==> config.mk <==
export PLATFORM = sky130hd
export DESIGN_NAME = wrapped_moving_average_core_flat
export DESIGN_NICKNAME = d
export VERILOG_FILES = /design/src/rtl/wma_pkg.sv /design/src/rtl/wma_if.sv /design/src/rtl/wrapped_moving_average_core.sv /design/src/flat_wrapper.sv
export VERILOG_INCLUDE_DIRS = /design/src /design/src/rtl
export SDC_FILE = /design/constraint.sdc
export NUM_CORES = 1
export LEC_CHECK = 0
export ABC_AREA = 1
export BUFFER_PORTS_ARGS = -buffer_cell sky130_fd_sc_hd__buf_2
export CAP_MARGIN = 15
export CORE_MARGIN = 4
export CORE_UTILIZATION = 50
export DETAILED_ROUTE_END_ITERATION = 6
export PLACE_DENSITY_LB_ADDON = 0.08
export REMOVE_ABC_BUFFERS = 1
export SLEW_MARGIN = 30
export SYNTH_ARGS = -nofsm -noshare
export SYNTH_HDL_FRONTEND = slang
export SYNTH_SLANG_ARGS = --single-unit
==> constraint.sdc <==
create_clock -name clk -period 9.64 [get_ports clk]
set_input_delay 0 -clock clk [delete_from_list [all_inputs] [get_ports clk]]
set_output_delay 0 -clock clk [all_outputs]
set_load 0.01 [all_outputs]
==> src/rtl/wrapped_moving_average_core_macros.svh <==
// assertion macros for the wrapped moving average core
// expects clk and rst in the scope of the module that uses them
`ifndef WRAPPED_MOVING_AVERAGE_CORE_MACROS_SVH
`define WRAPPED_MOVING_AVERAGE_CORE_MACROS_SVH

// same-cycle implication, disabled in reset
`define WMA_ASSERT_NOW(label, ante, cons, msg) \
  label: assert property (@(posedge clk) disable iff (rst) (ante) |-> (cons)) else $error(msg);

// next-cycle implication, disabled in reset
`define WMA_ASSERT_NEXT(label, ante, cons, msg) \
  label: assert property (@(posedge clk) disable iff (rst) (ante) |=> (cons)) else $error(msg);

`endif

==> src/rtl/wma_pkg.sv <==
// shared types and widths for the wrapped moving average core
// no dependencies
package wma_pkg;

  localparam int SAMPLE_W = 32;  // q16.16 sample and result
  localparam int CUT_W    = 31;  // q15.16 wrap period, unsigned

  typedef logic signed [SAMPLE_W-1:0] sample_t;
  typedef logic [CUT_W-1:0]           cut_t;

endpackage

==> src/rtl/wma_if.sv <==
// valid/ready channel interfaces for the wrapped moving average core
// depends on wma_pkg
interface wma_sample_if import wma_pkg::*; ();
  logic    valid;
  logic    ready;
  sample_t sample;
  modport source (output valid, output sample, input ready);
  modport sink (input valid, input sample, output ready);
endinterface

interface wma_smoothed_if import wma_pkg::*; ();
  logic    valid;
  logic    ready;
  sample_t smoothed;
  modport source (output valid, output smoothed, input ready);
  modport sink (input valid, input smoothed, output ready);
endinterface

interface wma_cfg_if import wma_pkg::*; ();
  logic valid;
  logic ready;
  cut_t branch_cut;
  modport source (output valid, output branch_cut, input ready);
  modport sink (input valid, input branch_cut, output ready);
endinterface

==> src/rtl/wrapped_moving_average_core.sv <==
// wrapped moving average core, top level
// depends on wma_pkg, wma_if.sv and wrapped_moving_average_core_macros.svh
//
// Takes one q16.16 sample word at a time and returns the mean of the last
// WINDOW_LEN samples, truncated toward zero and saturated to 32 bits. With a
// nonzero branch_cut the window is unwrapped first: walking from slot 0,
// any entry more than half a cut away from the previous unwrapped value is
// moved by one cut towards it (exactly half a cut is left alone). The very
// first sample after reset fills the whole window and comes straight back.
// Every later sample is written into the ring, then one shared
// subtract/compare datapath walks the window one entry per cycle from a
// single-port memory with registered read, through the read register and
// the unwrap register into the sum. The divide by WINDOW_LEN is a shift for
// a power-of-two window and otherwise, after a set-up step, a multiply by a
// fixed reciprocal, one 16-bit slice of the dividend per cycle. The result
// is then saturated and handed off. The input is taken only while the core
// is idle; a finished result waits in the output register, so the next
// sample may be taken before it is collected.
// branch_cut is always ready and should only be written between samples.
`include "wrapped_moving_average_core_macros.svh"

module wrapped_moving_average_core import wma_pkg::*; #(
  parameter int WINDOW_LEN = 8
) (
  input  logic            clk,
  input  logic            rst,
  wma_sample_if.sink      sample_ch,
  wma_smoothed_if.source  smoothed_ch,
  wma_cfg_if.sink         cfg_ch
);

  // address, count and sum widths
  localparam int AW    = $clog2(WINDOW_LEN);
  localparam int CW    = $clog2(WINDOW_LEN + 1);
  localparam int SUM_W = 33 + $clog2(WINDOW_LEN);
  localparam int DCW   = $clog2(SUM_W + 1);
  localparam bit POW2  = (WINDOW_LEN & (WINDOW_LEN - 1)) == 0;

  // reciprocal divide: 16-bit dividend slices, exact for any sum magnitude
  localparam int NCH    = (SUM_W + 15) / 16;
  localparam int SH     = (SUM_W + AW > 16 * NCH) ? SUM_W + AW : 16 * NCH;
  localparam int SH_FIX = SH - 16 * NCH;
  localparam int MW     = SH + 1;
  localparam logic [MW-1:0] RECIP =
    MW'(((64'd1 << SH) + 64'(WINDOW_LEN - 1)) / 64'(WINDOW_LEN));

  // sequencer states
  localparam logic [2:0] S_IDLE = 3'd0;
  localparam logic [2:0] S_WALK = 3'd1;
  localparam logic [2:0] S_DIVP = 3'd2;
  localparam logic [2:0] S_DIV  = 3'd3;
  localparam logic [2:0] S_SAT  = 3'd4;
  localparam logic [2:0] S_EMIT = 3'd5;

  logic [2:0] state;

  // window ring and its bookkeeping
  sample_t       mem [WINDOW_LEN];
  sample_t       mem_q;
  logic [AW-1:0] write_slot;
  logic [CW-1:0] filled;        // slots written since reset
  logic          first_pending;
  sample_t       first_val;     // value of every slot not yet written
  cut_t          branch_cut;

  // walk pipeline
  logic [CW-1:0]             rd_idx;
  logic                      issue;
  logic                      v1, first1, last1, fill1;
  logic                      v2, last2;
  logic signed [32:0]        prev_q;
  logic signed [SUM_W-1:0]   total;

  // divider and result
  logic                  neg;
  logic [SUM_W-1:0]      dq;          // dividend in, quotient out
  logic [MW-1:0]         acc;         // reciprocal product, shifted down per slice
  logic [MW+15:0]        prod_sum;
  logic [DCW-1:0]        dcnt;
  logic [SUM_W-1:0]      mag;
  sample_t               mean_res;
  sample_t               sat_val;

  // unwrap datapath signals
  sample_t               e;
  logic signed [32:0]    e33;
  logic signed [32:0]    cut33;
  logic signed [33:0]    diff;
  logic signed [34:0]    d2;
  logic signed [34:0]    cut35;
  logic                  over, under;
  logic signed [32:0]    prev_sel;

  logic accept;
  logic out_free;

  assign accept   = sample_ch.valid && sample_ch.ready;
  assign out_free = !smoothed_ch.valid || smoothed_ch.ready;
  assign sample_ch.ready = (state == S_IDLE);
  assign cfg_ch.ready    = 1'b1;
  assign issue = (state == S_WALK) && (rd_idx < CW'(WINDOW_LEN));

  // configuration register
  always_ff @(posedge clk) begin
    if (rst) begin
      branch_cut <= '0;
    end else if (cfg_ch.valid) begin
      branch_cut <= cfg_ch.branch_cut;
    end
  end

  // window memory, one write and one registered read a cycle
  always_ff @(posedge clk) begin
    if (accept) begin
      mem[write_slot] <= sample_ch.sample;
    end
    if (issue) begin
      mem_q <= mem[rd_idx[AW-1:0]];
    end
  end

  // unwrap step: slots never written read as the first sample
  always_comb begin
    e     = fill1 ? mem_q : first_val;
    e33   = {e[31], e};
    cut33 = {2'b00, branch_cut};
    cut35 = {4'b0000, branch_cut};
    diff  = {e33[32], e33} - {prev_q[32], prev_q};
    d2    = {diff, 1'b0};
    over  = d2 > cut35;
    under = d2 < -cut35;
    if (first1) begin
      prev_sel = e33;
    end else if (over) begin
      prev_sel = e33 - cut33;
    end else if (under) begin
      prev_sel = e33 + cut33;
    end else begin
      prev_sel = e33;
    end
  end

  // magnitude for the divider, and one reciprocal slice step
  always_comb begin
    mag      = total[SUM_W-1] ? SUM_W'(-total) : SUM_W'(total);
    prod_sum = (MW+16)'(acc) + (MW+16)'(RECIP) * (MW+16)'(dq[15:0]);
  end

  // clamp the quotient back to 32 bits with the sign restored
  always_comb begin
    if (neg) begin
      if ((dq[SUM_W-1:32] != '0) || (dq[31] && (dq[30:0] != '0))) begin
        sat_val = 32'sh8000_0000;
      end else begin
        sat_val = -$signed(dq[31:0]);
      end
    end else begin
      if (dq[SUM_W-1:31] != '0) begin
        sat_val = 32'sh7fff_ffff;
      end else begin
        sat_val = $signed(dq[31:0]);
      end
    end
  end

  // walk pipeline registers
  always_ff @(posedge clk) begin
    if (rst) begin
      v1 <= 1'b0;
      v2 <= 1'b0;
    end else begin
      v1 <= issue;
      v2 <= v1;
    end
    first1 <= issue && (rd_idx == '0);
    last1  <= issue && (rd_idx == CW'(WINDOW_LEN - 1));
    fill1  <= rd_idx < filled;
    last2  <= v1 && last1;
    if (v1) begin
      prev_q <= prev_sel;
    end
  end

  // sequencer
  always_ff @(posedge clk) begin
    if (rst) begin
      state             <= S_IDLE;
      write_slot        <= '0;
      filled            <= '0;
      first_pending     <= 1'b1;
      smoothed_ch.valid <= 1'b0;
    end else begin
      // a new word replaces one taken in the same cycle
      if (state == S_EMIT && out_free) begin
        smoothed_ch.valid <= 1'b1;
      end else if (smoothed_ch.valid && smoothed_ch.ready) begin
        smoothed_ch.valid <= 1'b0;
      end
      case (state)
        S_IDLE: begin
          if (accept) begin
            write_slot <= (write_slot == AW'(WINDOW_LEN - 1)) ? '0 : write_slot + 1'b1;
            if (filled != CW'(WINDOW_LEN)) begin
              filled <= filled + 1'b1;
            end
            if (first_pending) begin
              // first word fills the window, its mean is itself
              first_pending <= 1'b0;
              first_val     <= sample_ch.sample;
              mean_res      <= sample_ch.sample;
              state         <= S_EMIT;
            end else begin
              rd_idx <= '0;
              total  <= '0;
              state  <= S_WALK;
            end
          end
        end
        S_WALK: begin
          if (issue) begin
            rd_idx <= rd_idx + 1'b1;
          end
          if (v2) begin
            total <= total + {{(SUM_W-33){prev_q[32]}}, prev_q};
            if (last2) begin
              state <= S_DIVP;
            end
          end
        end
        S_DIVP: begin
          neg <= total[SUM_W-1];
          if (POW2) begin
            dq    <= mag >> AW;
            state <= S_SAT;
          end else begin
            dq    <= mag;
            acc   <= '0;
            dcnt  <= '0;
            state <= S_DIV;
          end
        end
        S_DIV: begin
          // lowest slice first, product kept shifted down by 16 each cycle
          acc  <= prod_sum[MW+15:16];
          dcnt <= dcnt + 1'b1;
          if (dcnt == DCW'(NCH - 1)) begin
            dq    <= SUM_W'(prod_sum[MW+15:16] >> SH_FIX);
            state <= S_SAT;
          end else begin
            dq <= dq >> 16;
          end
        end
        S_SAT: begin
          mean_res <= sat_val;
          state    <= S_EMIT;
        end
        S_EMIT: begin
          // hand over once the output register is free
          if (out_free) begin
            state <= S_IDLE;
          end
        end
        default: begin
          state <= S_IDLE;
        end
      endcase
    end
  end

  // output word register
  always_ff @(posedge clk) begin
    if (state == S_EMIT && out_free) begin
      smoothed_ch.smoothed <= mean_res;
    end
  end

  `WMA_ASSERT_NEXT(a_first_direct, accept && first_pending, state == S_EMIT,
                   "first word must skip the walk")
  `WMA_ASSERT_NEXT(a_later_walk, accept && !first_pending, state == S_WALK && rd_idx == '0,
                   "later word must start a walk")
  `WMA_ASSERT_NOW(a_ring_bounds, 1'b1,
                  filled <= CW'(WINDOW_LEN) && write_slot <= AW'(WINDOW_LEN - 1),
                  "ring pointer or fill count out of range")
  `WMA_ASSERT_NEXT(a_walk_end, state == S_WALK && v2 && last2,
                   state == S_DIVP && !v1 && !v2, "walk did not drain before divide")
  `WMA_ASSERT_NEXT(a_emit, state == S_EMIT && out_free,
                   smoothed_ch.valid && state == S_IDLE, "result word not presented")

endmodule

==> src/flat_wrapper.sv <==
// flat-port wrapper written by rule: the top's interface ports become plain ports
module wrapped_moving_average_core_flat import wma_pkg::*;
#(
  parameter int WINDOW_LEN = 8
)
  (clk, rst, sample_ch_valid, sample_ch_sample, sample_ch_ready, smoothed_ch_valid, smoothed_ch_smoothed, smoothed_ch_ready, cfg_ch_valid, cfg_ch_branch_cut, cfg_ch_ready);
  wma_sample_if sample_ch_i ();
  wma_smoothed_if smoothed_ch_i ();
  wma_cfg_if cfg_ch_i ();
  input  logic clk;
  input  logic rst;
  input wire logic [$bits(sample_ch_i.valid)-1:0] sample_ch_valid;
  input wire logic [$bits(sample_ch_i.sample)-1:0] sample_ch_sample;
  output wire logic [$bits(sample_ch_i.ready)-1:0] sample_ch_ready;
  output wire logic [$bits(smoothed_ch_i.valid)-1:0] smoothed_ch_valid;
  output wire logic [$bits(smoothed_ch_i.smoothed)-1:0] smoothed_ch_smoothed;
  input wire logic [$bits(smoothed_ch_i.ready)-1:0] smoothed_ch_ready;
  input wire logic [$bits(cfg_ch_i.valid)-1:0] cfg_ch_valid;
  input wire logic [$bits(cfg_ch_i.branch_cut)-1:0] cfg_ch_branch_cut;
  output wire logic [$bits(cfg_ch_i.ready)-1:0] cfg_ch_ready;
  assign sample_ch_i.valid = sample_ch_valid;
  assign sample_ch_i.sample = sample_ch_sample;
  assign sample_ch_ready = sample_ch_i.ready;
  assign smoothed_ch_valid = smoothed_ch_i.valid;
  assign smoothed_ch_smoothed = smoothed_ch_i.smoothed;
  assign smoothed_ch_i.ready = smoothed_ch_ready;
  assign cfg_ch_i.valid = cfg_ch_valid;
  assign cfg_ch_i.branch_cut = cfg_ch_branch_cut;
  assign cfg_ch_ready = cfg_ch_i.ready;
  wrapped_moving_average_core #(.WINDOW_LEN(WINDOW_LEN)) u_core (.clk(clk), .rst(rst), .sample_ch(sample_ch_i), .smoothed_ch(smoothed_ch_i), .cfg_ch(cfg_ch_i));
endmodule
**After elaboration in Yosys (flattened, before gate mapping)**

Memory sizes are Yosys's and may differ from the RTL's. A register that Yosys moved wholly into a read port is not among the register bits.
Cells that the tools add are included.

- Add/subtract/negate cells: 12
- Multipliers: 0
- Div/mod/pow operators: 0
- Magnitude comparators: 4
- Eq/ne operators: 17
- Shift-type cells: 0
- Muxes and demuxes: 33
- Bitwise logic cells: 1
- Reduce and logical (&&, ||, !) cells: 30

Operators with widths:

| operator | count |
|---|---|
| two-way mux 32 bit | 6 |
| two-way mux 36 bit | 5 |
| one-hot mux 36 bit (2 select lines) | 2 |
| two-way mux 33 bit | 3 |
| one-hot mux 32 bit (2 select lines) | 1 |
| adder 49 x 61 -> 62 bit | 1 |
| adder 36 bit | 1 |
| negation 36 bit | 1 |
| greater-than comparator 35 x 32 -> 1 bit | 1 |
| < comparator 35 bit | 1 |
| negation 31 -> 35 bit | 1 |
| subtractor 32 x 33 -> 34 bit | 1 |
| adder 32 x 32 -> 33 bit | 1 |
| subtractor 32 x 32 -> 33 bit | 1 |
| negation 32 bit | 1 |
| nonzero test 31 bit | 1 |
| two-way mux 3 bit | 7 |
| one-hot mux 3 bit (6 select lines) | 1 |
| AND reduction 5 bit | 3 |
| two-way mux 4 bit | 3 |
| != test 2 x 1 -> 1 bit (second input constant) | 5 |
| equality test 3 bit (second input constant) | 3 |
| adder 4 x 1 -> 4 bit (second input constant) | 2 |
| logical AND 1 bit | 8 |
| other kinds (23) | 37 |

- Register bits: 310
- Latch bits: 0
- RAM bits: 256
- ROM bits: 0
- Logic and storage cells: 120
- Memories kept: 1

Memories:

| memory | words | bits a word | read ports | clocked after Yosys merged registers in | wr ports | RTL line | text |
|---|---|---|---|---|---|---|---|
| u_core.mem | 8 | 32 | 1 | 1 | 1 | wrapped_moving_average_core.sv:58 | `sample_t mem [WINDOW_LEN];` |

**Logic depth before layout (Yosys ltp)**

Gate-level depths: netlist (run 1).

- Depth in word-level cells: 6
- Mapped depth: 38
- Depth with buffers taken out: 36

**Worst setup path before layout (run 1)**

Ideal clock, no wire load.

- Kind: reg-to-reg
- Start point: reg u_core.fill1
- End point: reg u_core.prev_q[18] (data pin)
- Library setup time: 253 ps
- Arrival: 4533 ps
- Required time: 9387 ps
- Setup slack: 4854 ps
- Cell stages (with the launch flop): 32
- Buffers on the path: 3
- Cells stage by stage: dfxtp_1 clkbuf_1 clkbuf_1 nand2_1 o21ai_0 inv_1 ha_1 nand2_1 nor2_1 nand2_1 nand3_2 a31oi_1 o31ai_1 a211oi_1 o31ai_1 xor2_1 ha_1 a21oi_1 o21a_1 o221a_2 nand2_1 nand2_1 nand2_1 nand2_1 nand2_1 nand2_1 nand4_2 nand2_4 buf_4 nand3_1 nand3_1 nand2_1

- Cells in the longest elaborated chain, start to end: 6
- Elaborated cells on any way between the ends: 9
- Classes of those cells: add/sub (3); order compare (2); mux (4)

RTL lines:

| element | RTL line | text |
|---|---|---|
| start, declared | wrapped_moving_average_core.sv:69 | `logic v1, first1, last1, fill1;` |
| start signal, assigned | wrapped_moving_average_core.sv:177 | `fill1 <= rd_idx < filled;` |
| two-way mux 32 bit (*) | wrapped_moving_average_core.sv:124 | `e = fill1 ? mem_q : first_val;` |
| subtractor 32 x 33 -> 34 bit | wrapped_moving_average_core.sv:128 | `diff = {e33[32], e33} - {prev_q[32], prev_q};` |
| < comparator 35 bit | wrapped_moving_average_core.sv:131 | `under = d2 < -cut35;` |
| two-way mux 33 bit | wrapped_moving_average_core.sv:136 | `end else if (under) begin` |
| two-way mux 33 bit | wrapped_moving_average_core.sv:134 | `end else if (over) begin` |
| two-way mux 33 bit (*) | wrapped_moving_average_core.sv:132 | `if (first1) begin` |
| named net u_core.prev_sel[18] | wrapped_moving_average_core.sv:92 | `logic signed [32:0] prev_sel;` |
| end signal, assigned | wrapped_moving_average_core.sv:180 | `prev_q <= prev_sel;` |
| end, declared | wrapped_moving_average_core.sv:71 | `logic signed [32:0] prev_q;` |

Mark *: on every way through the listed nets, which the timed path passes. The rest lies on a longest branch.
A chain may end at the register's enable or synchronous reset.

**Final worst setup path (run 1)**

- Start point: reg u_core.fill1
- End point: reg u_core.prev_q[0] (data pin)

Same word-level chain as after synthesis.

==> run summary, run 1 <==
Pins over their slew limit: 0
Nets: 4149
Synth area leaders: edfxtp_1, ha_1, nand2_1
Vias in the first global route: 26500
Synth area leader: edfxtp_1
TNS Setup: 0 ps
GRT Overall Usage: 0.308
Commonest cells after routing, fill and taps aside: edfxtp_1, nand2_1, nor2_1, inv_1, a21oi_1
Via count: 28000
Core box area: 67200 µm²
Final setup vio count: 0
Final Skew: 36.2 ps
Reg2reg setup slack: 2580 ps
Warnings from Yosys: 0
Num rows: 95
Die H: 268 µm
Register bit total from synthesis: 579
Port bufs: 101
H-tree levels: 3
Gp weighted congestion: 1.00
Synth top area share: 0.470
Power per cell area: 308 nW/µm²
Ports: 103
Placed cell area: 35300 µm²
Initial antenna violation count: 2
CTS tree: built
Slowest-stage cell, CP: nand2_4
Commonest non-fill, non-tap cell in the layout: edfxtp_1
Achievable frequency: 142 MHz
Combinational share of power: 0.474
Status: complete, no violations
CP endpoint kind: register
Drt drc: 0
Asr flop ratio synth: 0
Gate Count Post-Synth: 3720
Fillers: 5924
Fraction of layout cells with a size suffix above 1: 0.0887
First-pass GRT wire length: 167000 µm
Worst vdd ir: 0.000232 V
Worst setup SP type: register
Clock buffer depth: 3
RSZ-0062 raised after global routing: no
Sw Ratio: 0.439
Syn Area/Cell: 9.09 µm²
Internal: 6.65 mW
Clock transition at path regs: 60 ps
Die ar.: 71900 µm²
Initial Util: 0.504
Slew at the pin closest to its max-slew limit: 1080 ps
Gr ovfl total: 0
Via/cell ratio: 5.84
Clock Power Share: 0.228
Min Tclk post-route: 7060 ps
CTS Sinks: 579
Routed length per instance: 23.3 µm
Arrival @ worst endpoint: 7430 ps
Largest net degree at the start of global routing: 99
Fin area: 38400 µm²
CP max stage delay: 780 ps
Max-Slew Margin vs Limit: 0.272
Die Wd: 268 µm
CP Class: register to register
Leak Pwr: 15.2 nW
Period utilization: 0.733
First drt pass iteration count: 6
Worst Hold Class: primary input to register
Max-cap viol count: 0
Count of different cell masters after synthesis: 63
DR iter-0 viols: 2846
WL final: 112000 µm
Sequential area share after synthesis: 0.499
Hold Vio Cnt, Final: 0
CP most frequent cell: nand2_1
Main synth FF type: edfxtp_1
Mapped cell area: 33800 µm²
Switching power: 5.20 mW
CP Max Fanout: 34
Worst-skew pair later-pin latency: 630 ps
TritonCTS buffer count: 69
ANT nets after route: 0
Post-DP HPWL: 83700 µm
Required @ worst endpoint: 10010 ps
Layout area overhead: 13.6%
Root Buffer: clkbuf_16
Post-layout util: 0.572
Seq pwr share: 0.298
Post-synth EDFFs: 530
-- final timing paths --
kind,cells after the start,startpoint,endpoint
min reg2reg,2,u_core.last1$_DFF_P_,u_core.last2$_DFF_P_
min,4,cfg_ch_valid,u_core.branch_cut[6]$_SDFFE_PP0P_
max,31,u_core.fill1$_DFF_P_,u_core.prev_q[0]$_DFFE_PP_
max reg2reg,31,u_core.fill1$_DFF_P_,u_core.prev_q[0]$_DFFE_PP_
-- sequential cells by signal (all words and copies together) (netlist names), 4 cells and up --
signal,flops
u_core.mem,256
u_core.dq,36
u_core.total,36
u_core.prev_q,33
u_core.first_val,32
u_core.mean_res,32
u_core.mem_q,32
u_core.smoothed_ch.smoothed,32
u_core.branch_cut,31
u_core.acc,30
u_core.dcnt,6
u_core.filled,4
u_core.rd_idx,4
-- cells in the mapped netlist, drive strengths merged, types with 5 or more instances --
cell      n
a21o      9
o21a     23
buf      31
o21ai   335
a21boi   10
o21bai    6
nor4     19
and3      5
o211ai   12
dfxtp    49
xor2    134
ha      208
nand2   536
o22ai    32
nor3     58
nand3   209
mux2     29
nand4    32
a31oi    49
a22oi    17
nor2    525
xnor2    18
inv     363
edfxtp  530
o31ai    11
clkbuf   97
a211oi    9
a21oi   322
o221ai    5
-- critical path, delay by kind of cell, from the launching register on --
family                     cells  cell delay, ps
and+or+nand+nor               19            3120
AOI/OAI and AO/OA              7            1630
adders and majority gates      2             700
buffers and inverters          2             550
xor gates and xnor gates       1             450
DFF                            1             310
-- timing repair --
| item | CTS | global route |
|---|---|---|
| hold buffers | 73 | 0 |
| buffers inserted | 0 | 0 |
| endpoints found under the setup margin | 0 | 0 |
| gates resized for setup | 0 | 0 |
| endpoints found under the hold margin | 355 | 0 |
-- cell families after synthesis --
kind of cell / share of synthesized area
adder cells (fa/ha/maj): 0.0793
multiplexers: 0.00965
AO/OA/AOI/OAI: 0.140
XOR/XNOR: 0.0393
AND/OR/NAND/NOR: 0.175
flip-flops: 0.499
other: 0.000111
buffers and inverters: 0.0567
-- metal layers --
layer	vias up	global-route usage	share of wire
met1	13500	0.431	0.43
met5	-	0	0
met4	0	0.0845	0.028
met2	1104	0.503	0.47
met3	157	0.0461	0.073
li1	13300	-	-
-- metrics by stage --
stage | hold WS (ps) | worst slack [ps] | std cells | power [mW]
global route | 108 | 1960 | 4798 | 12.6
CTS | 7.45 | 2740 | 4798 | 11.8
floorplan | 69.1 | 4320 | 3592 | 7.19
global placement | 283 | 2880 | 4594 | 8.95
detailed placement | 284 | 2750 | 4598 | 9.06
finish | 37.4 | 2580 | 4799 | 11.8
-- final cells by class --
cell class,instances,area (µm²),area share
clock buffer,82,1820,0.0473
timing repair buffer,206,1560,0.0405
antenna,1,2.50,0.0000651
sequential,579,16900,0.440
clock inverter,45,551,0.0143
inverter,367,1380,0.0359
tap,873,1090,0.0284
multi-input combinational,2646,15100,0.394
-- power groups by stage --
stage	combinational (mW)	sequential, mW	clock [mW]
floorplan	3.64	3.55	0
detailed placement	5.48	3.58	0
global route	6.23	3.56	2.86
CTS	5.53	3.53	2.74
finish	5.61	3.54	2.70
global placement	5.37	3.58	0
No activity file was read; power rests on OpenSTA's default activity.
==> run 2: changes to the inputs <==
--- a/config.mk
+++ b/config.mk
@@ -6,7 +6,7 @@
 export SDC_FILE = /design/constraint.sdc
 export NUM_CORES = 1
 export LEC_CHECK = 0
-export ABC_AREA = 1
+export ABC_AREA = 0
 export BUFFER_PORTS_ARGS = -buffer_cell sky130_fd_sc_hd__buf_2
 export CAP_MARGIN = 15
 export CORE_MARGIN = 4
==> constraint.sdc (replaced) <==
create_clock -name clk -period 7.2 [get_ports clk]
set_input_delay 0 -clock clk [delete_from_list [all_inputs] [get_ports clk]]
set_output_delay 0 -clock clk [all_outputs]
set_load 0.01 [all_outputs]
==> run summary, run 2 <==
Status: complete, no violations (unchanged)
Placed cells: 3584 (was 4598)
Slew at the pin closest to its max-slew limit: 927 ps (was 1080 ps)
Layout Cells excl Fill: 3775 (was 4799)
Initial Util: 0.507 (was 0.504)
CP startpoint: u_core.fill1$_DFF_P_ (unchanged)
Sequential area share after synthesis: 0.526 (was 0.499)
H-tree levels: 3 (unchanged)
Gr busiest metal: met2 (unchanged)
Period utilization: 0.925 (was 0.733)
Cell with the most instances after synthesis: edfxtp_1 (unchanged)
Warnings from Yosys: 0 (unchanged)
Commonest non-fill, non-tap cell in the layout: edfxtp_1 (unchanged)
Gp weighted congestion: 0.984 (was 1.00)
Reg2reg setup slack: 540 ps (was 2580 ps)
Synth area leader: edfxtp_1 (unchanged)
Nets: 3159 (was 4149)
Hold Startpoint: rst (was cfg_ch_valid)
Worst vdd ir: 0.000215 V (was 0.000232 V)
Max-cap viol count: 0 (unchanged)
Via count: 23200 (was 28000)
Initial antenna violation count: 5 (was 2)
Min Tclk post-route: 6660 ps (was 7060 ps)
CTS Sinks: 579 (unchanged)
Vias in the first global route: 22600 (was 26500)
Final Skew: 31.3 ps (was 36.2 ps)
Fillers: 5278 (was 5924)
Root Buffer: clkbuf_16 (unchanged)
Fraction of layout cells with a size suffix above 1: 0.150 (was 0.0887)
Syn Area/Cell: 11.9 µm² (was 9.09 µm²)
Largest register by flop count: u_core.mem (unchanged)
Layout area overhead: 14.4% (was 13.6%)
Worst R2R Path Depth: 23 (was 31)
First-pass GRT wire length: 144000 µm (was 167000 µm)
First drt pass iteration count: 5 (was 6)
TritonCTS buffer count: 66 (was 69)
Arrival @ worst endpoint: 7100 ps (was 7430 ps)
Register bit total from synthesis: 579 (unchanged)
Core box area: 63300 µm² (was 67200 µm²)
Count of different cell masters after synthesis: 80 (was 63)
Hold depth: 3 (was 4)
Final setup vio count: 0 (unchanged)
Worst-skew pair later-pin latency: 620 ps (was 630 ps)
Pins over their slew limit: 0 (unchanged)
TNS Setup: 0 ps (unchanged)
Die H: 261 µm (was 268 µm)
Power per cell area: 358 nW/µm² (was 308 nW/µm²)
Post-layout util: 0.580 (was 0.572)
Required @ worst endpoint: 7640 ps (was 10010 ps)
Achievable frequency: 150 MHz (was 142 MHz)
Gr ovfl total: 0 (unchanged)
Max reg flops: 256 (unchanged)
WL final: 96600 µm (was 112000 µm)
Via/cell ratio: 6.14 (was 5.84)
RSZ-0062 raised after global routing: no (unchanged)
Post-DP HPWL: 70700 µm (was 83700 µm)
Largest net degree at the start of global routing: 69 (was 99)
DR iter-0 viols: 2244 (was 2846)
Port bufs: 101 (unchanged)
CTS tree: built (unchanged)
Drt drc: 0 (unchanged)
Die ar.: 68300 µm² (was 71900 µm²)
Routed length per instance: 25.6 µm (was 23.3 µm)
ANT nets after route: 0 (unchanged)
Asr flop ratio synth: 0 (unchanged)
Die Wd: 261 µm (was 268 µm)
Worst Hold Class: primary input to register (unchanged)
Clock buffer depth: 3 (unchanged)
Main synth FF type: edfxtp_1 (unchanged)
CP endpoint kind: register (unchanged)
Commonest cells after routing, fill and taps aside: edfxtp_1, nor2_1, ha_1, a21oi_1, nand2_1 (was edfxtp_1, nand2_1, nor2_1, inv_1, a21oi_1)
Critical R2R Launch: u_core.fill1$_DFF_P_ (unchanged)
Synth top area share: 0.496 (was 0.470)
Post-CTS setup buffers: 0 (unchanged)
Post-synth EDFFs: 530 (unchanged)
CP Max Fanout: 19 (was 34)
Worst setup SP type: register (unchanged)
RR Endpoint: u_core.prev_q[4]$_DFFE_PP_ (was u_core.prev_q[0]$_DFFE_PP_)
Hold Vio Cnt, Final: 0 (unchanged)
Largest registers: u_core.mem (256), u_core.dq (36), u_core.total (36) (unchanged)
Post-synth top cells: edfxtp_1, nor2_1, ha_1, a21oi_1, nand2_1 (was edfxtp_1, nand2_1, nor2_1, inv_1, a21oi_1)
Met3 track demand over resource: 0.0444 (was 0.0461)
GRT Overall Usage: 0.281 (was 0.308)
Post_cts resized: 0 (unchanged)
Hold EP: u_core.branch_cut[9]$_SDFFE_PP0P_ (was u_core.branch_cut[6]$_SDFFE_PP0P_)
Synth area leaders: edfxtp_1, ha_1, mux4_2 (was edfxtp_1, ha_1, nand2_1)
Final Power: 13.1 mW (was 11.8 mW)
Ports: 103 (unchanged)
Global Route met1 Usage: 0.397 (was 0.431)
Max-Slew Margin vs Limit: 0.378 (was 0.272)
CP Class: register to register (unchanged)
Num rows: 92 (was 95)
M2 GR Usage: 0.451 (was 0.503)
Clock transition at path regs: 60 ps (about the same)
Leak Pwr: 13.7 nW (was 15.2 nW)
Gate Count Post-Synth: 2703 (was 3720)
Mapped cell area: 32100 µm² (was 33800 µm²)
-- run 2: cell types whose count changed in the layout (fill, tap and decap cells not counted), moves of 28 or more --
cell      before  now
nand2_1      528  146
nor2_1       497  233
o21ai_0      316   99
inv_1        352  138
nand3_1      200   40
a21oi_1      322  176
xor2_1       134   49
xnor2_1       18   93
a21o_1         9   76
mux4_2         0   64
mux2i_1        0   36
mux2_2        29   63
nand2b_1       0   28
-- run 2: cell type report --
type,instances,area [µm²],area share
diodes,1,2.50,0.0000681
flip-flops and latches,579,16900,0.460
clock buffers,84,1760,0.0479
well taps,846,1060,0.0288
clock inverters,33,424,0.0115
inverters,138,518,0.0141
repair buffers,228,1750,0.0475
multi-input cells,1866,14300,0.390
-- run 2: logic make-up after synthesis --
kind of cell    synth area share
compound gates             0.134
flops                      0.526
simple gates               0.108
mux                       0.0782
fa+ha+maj                 0.0836
buf+inv                   0.0307
other cells             0.000117
xor+xnor                  0.0387
-- run 2: worst max path at each step --
stage | endpoint | slack [ps] | cells past startpoint
2_1_floorplan | u_core.prev_q[18]$_DFFE_PP_ | 740 | 23
3_3_place_gp | u_core.prev_q[16]$_DFFE_PP_ | 750 | 24
3_5_place_dp | u_core.prev_q[24]$_DFFE_PP_ | 660 | 26
4_1_cts | u_core.prev_q[18]$_DFFE_PP_ | 650 | 26
5_1_grt | u_core.prev_q[28]$_DFFE_PP_ | 100 | 26
6_report | u_core.prev_q[4]$_DFFE_PP_ | 540 | 23
-- run 2: what timing repair did --
action,CTS,global route
endpoints found under the hold margin,351,4
endpoints found under the setup margin,0,0
hold buffers,71,1
-- run 2: report_power, final --
| part | internal [mW] | total [mW] | switching, mW |
|---|---|---|---|
| sequential | 4.27 | 4.63 | 0.356 |
| combinational | 2.09 | 5.16 | 3.06 |
| clock | 1.94 | 3.36 | 1.42 |
| total | 8.31 | 13.1 | 4.84 |
-- run 2: critical path: stages, from the launching register on --
cell and delay [ps]:
dfxtp_1 510, buf_4 390, mux2_2 430, ha_1 450, nand2_1 130, or4_1 500, nand3b_1 180, o211ai_1 260
o21ai_0 260, buf_4 200, a2111o_1 390, and3_1 250, inv_1 80, ha_1 240, nand4_1 130, nor3_1 80
nor4_1 190, a32oi_1 170, a31o_2 240, a21oi_1 200, nor2_1 70, nor2_1 680, buf_12 240, a2bb2oi_1 190
-- run 2: per-stage QoR --
step                instance area [µm²]  hold WS [ps]  setup slack, ps
detailed placement                33800           243              660
global placement                  33700           232              748
floorplan                         31600          69.1              738
global route                      36700          40.5              104
CTS                               36700         0.594              646
finish                            36700          39.0              543
-- run 2: routing by layer --
layer | vias up | wire length (µm) | share of wire
li1 | 10700 | - | -
met1 | 11600 | 42500 | 0.44
met2 | 774 | 44600 | 0.46
met3 | 150 | 5920 | 0.061
met4 | 0 | 3470 | 0.036
met5 | - | 0 | 0
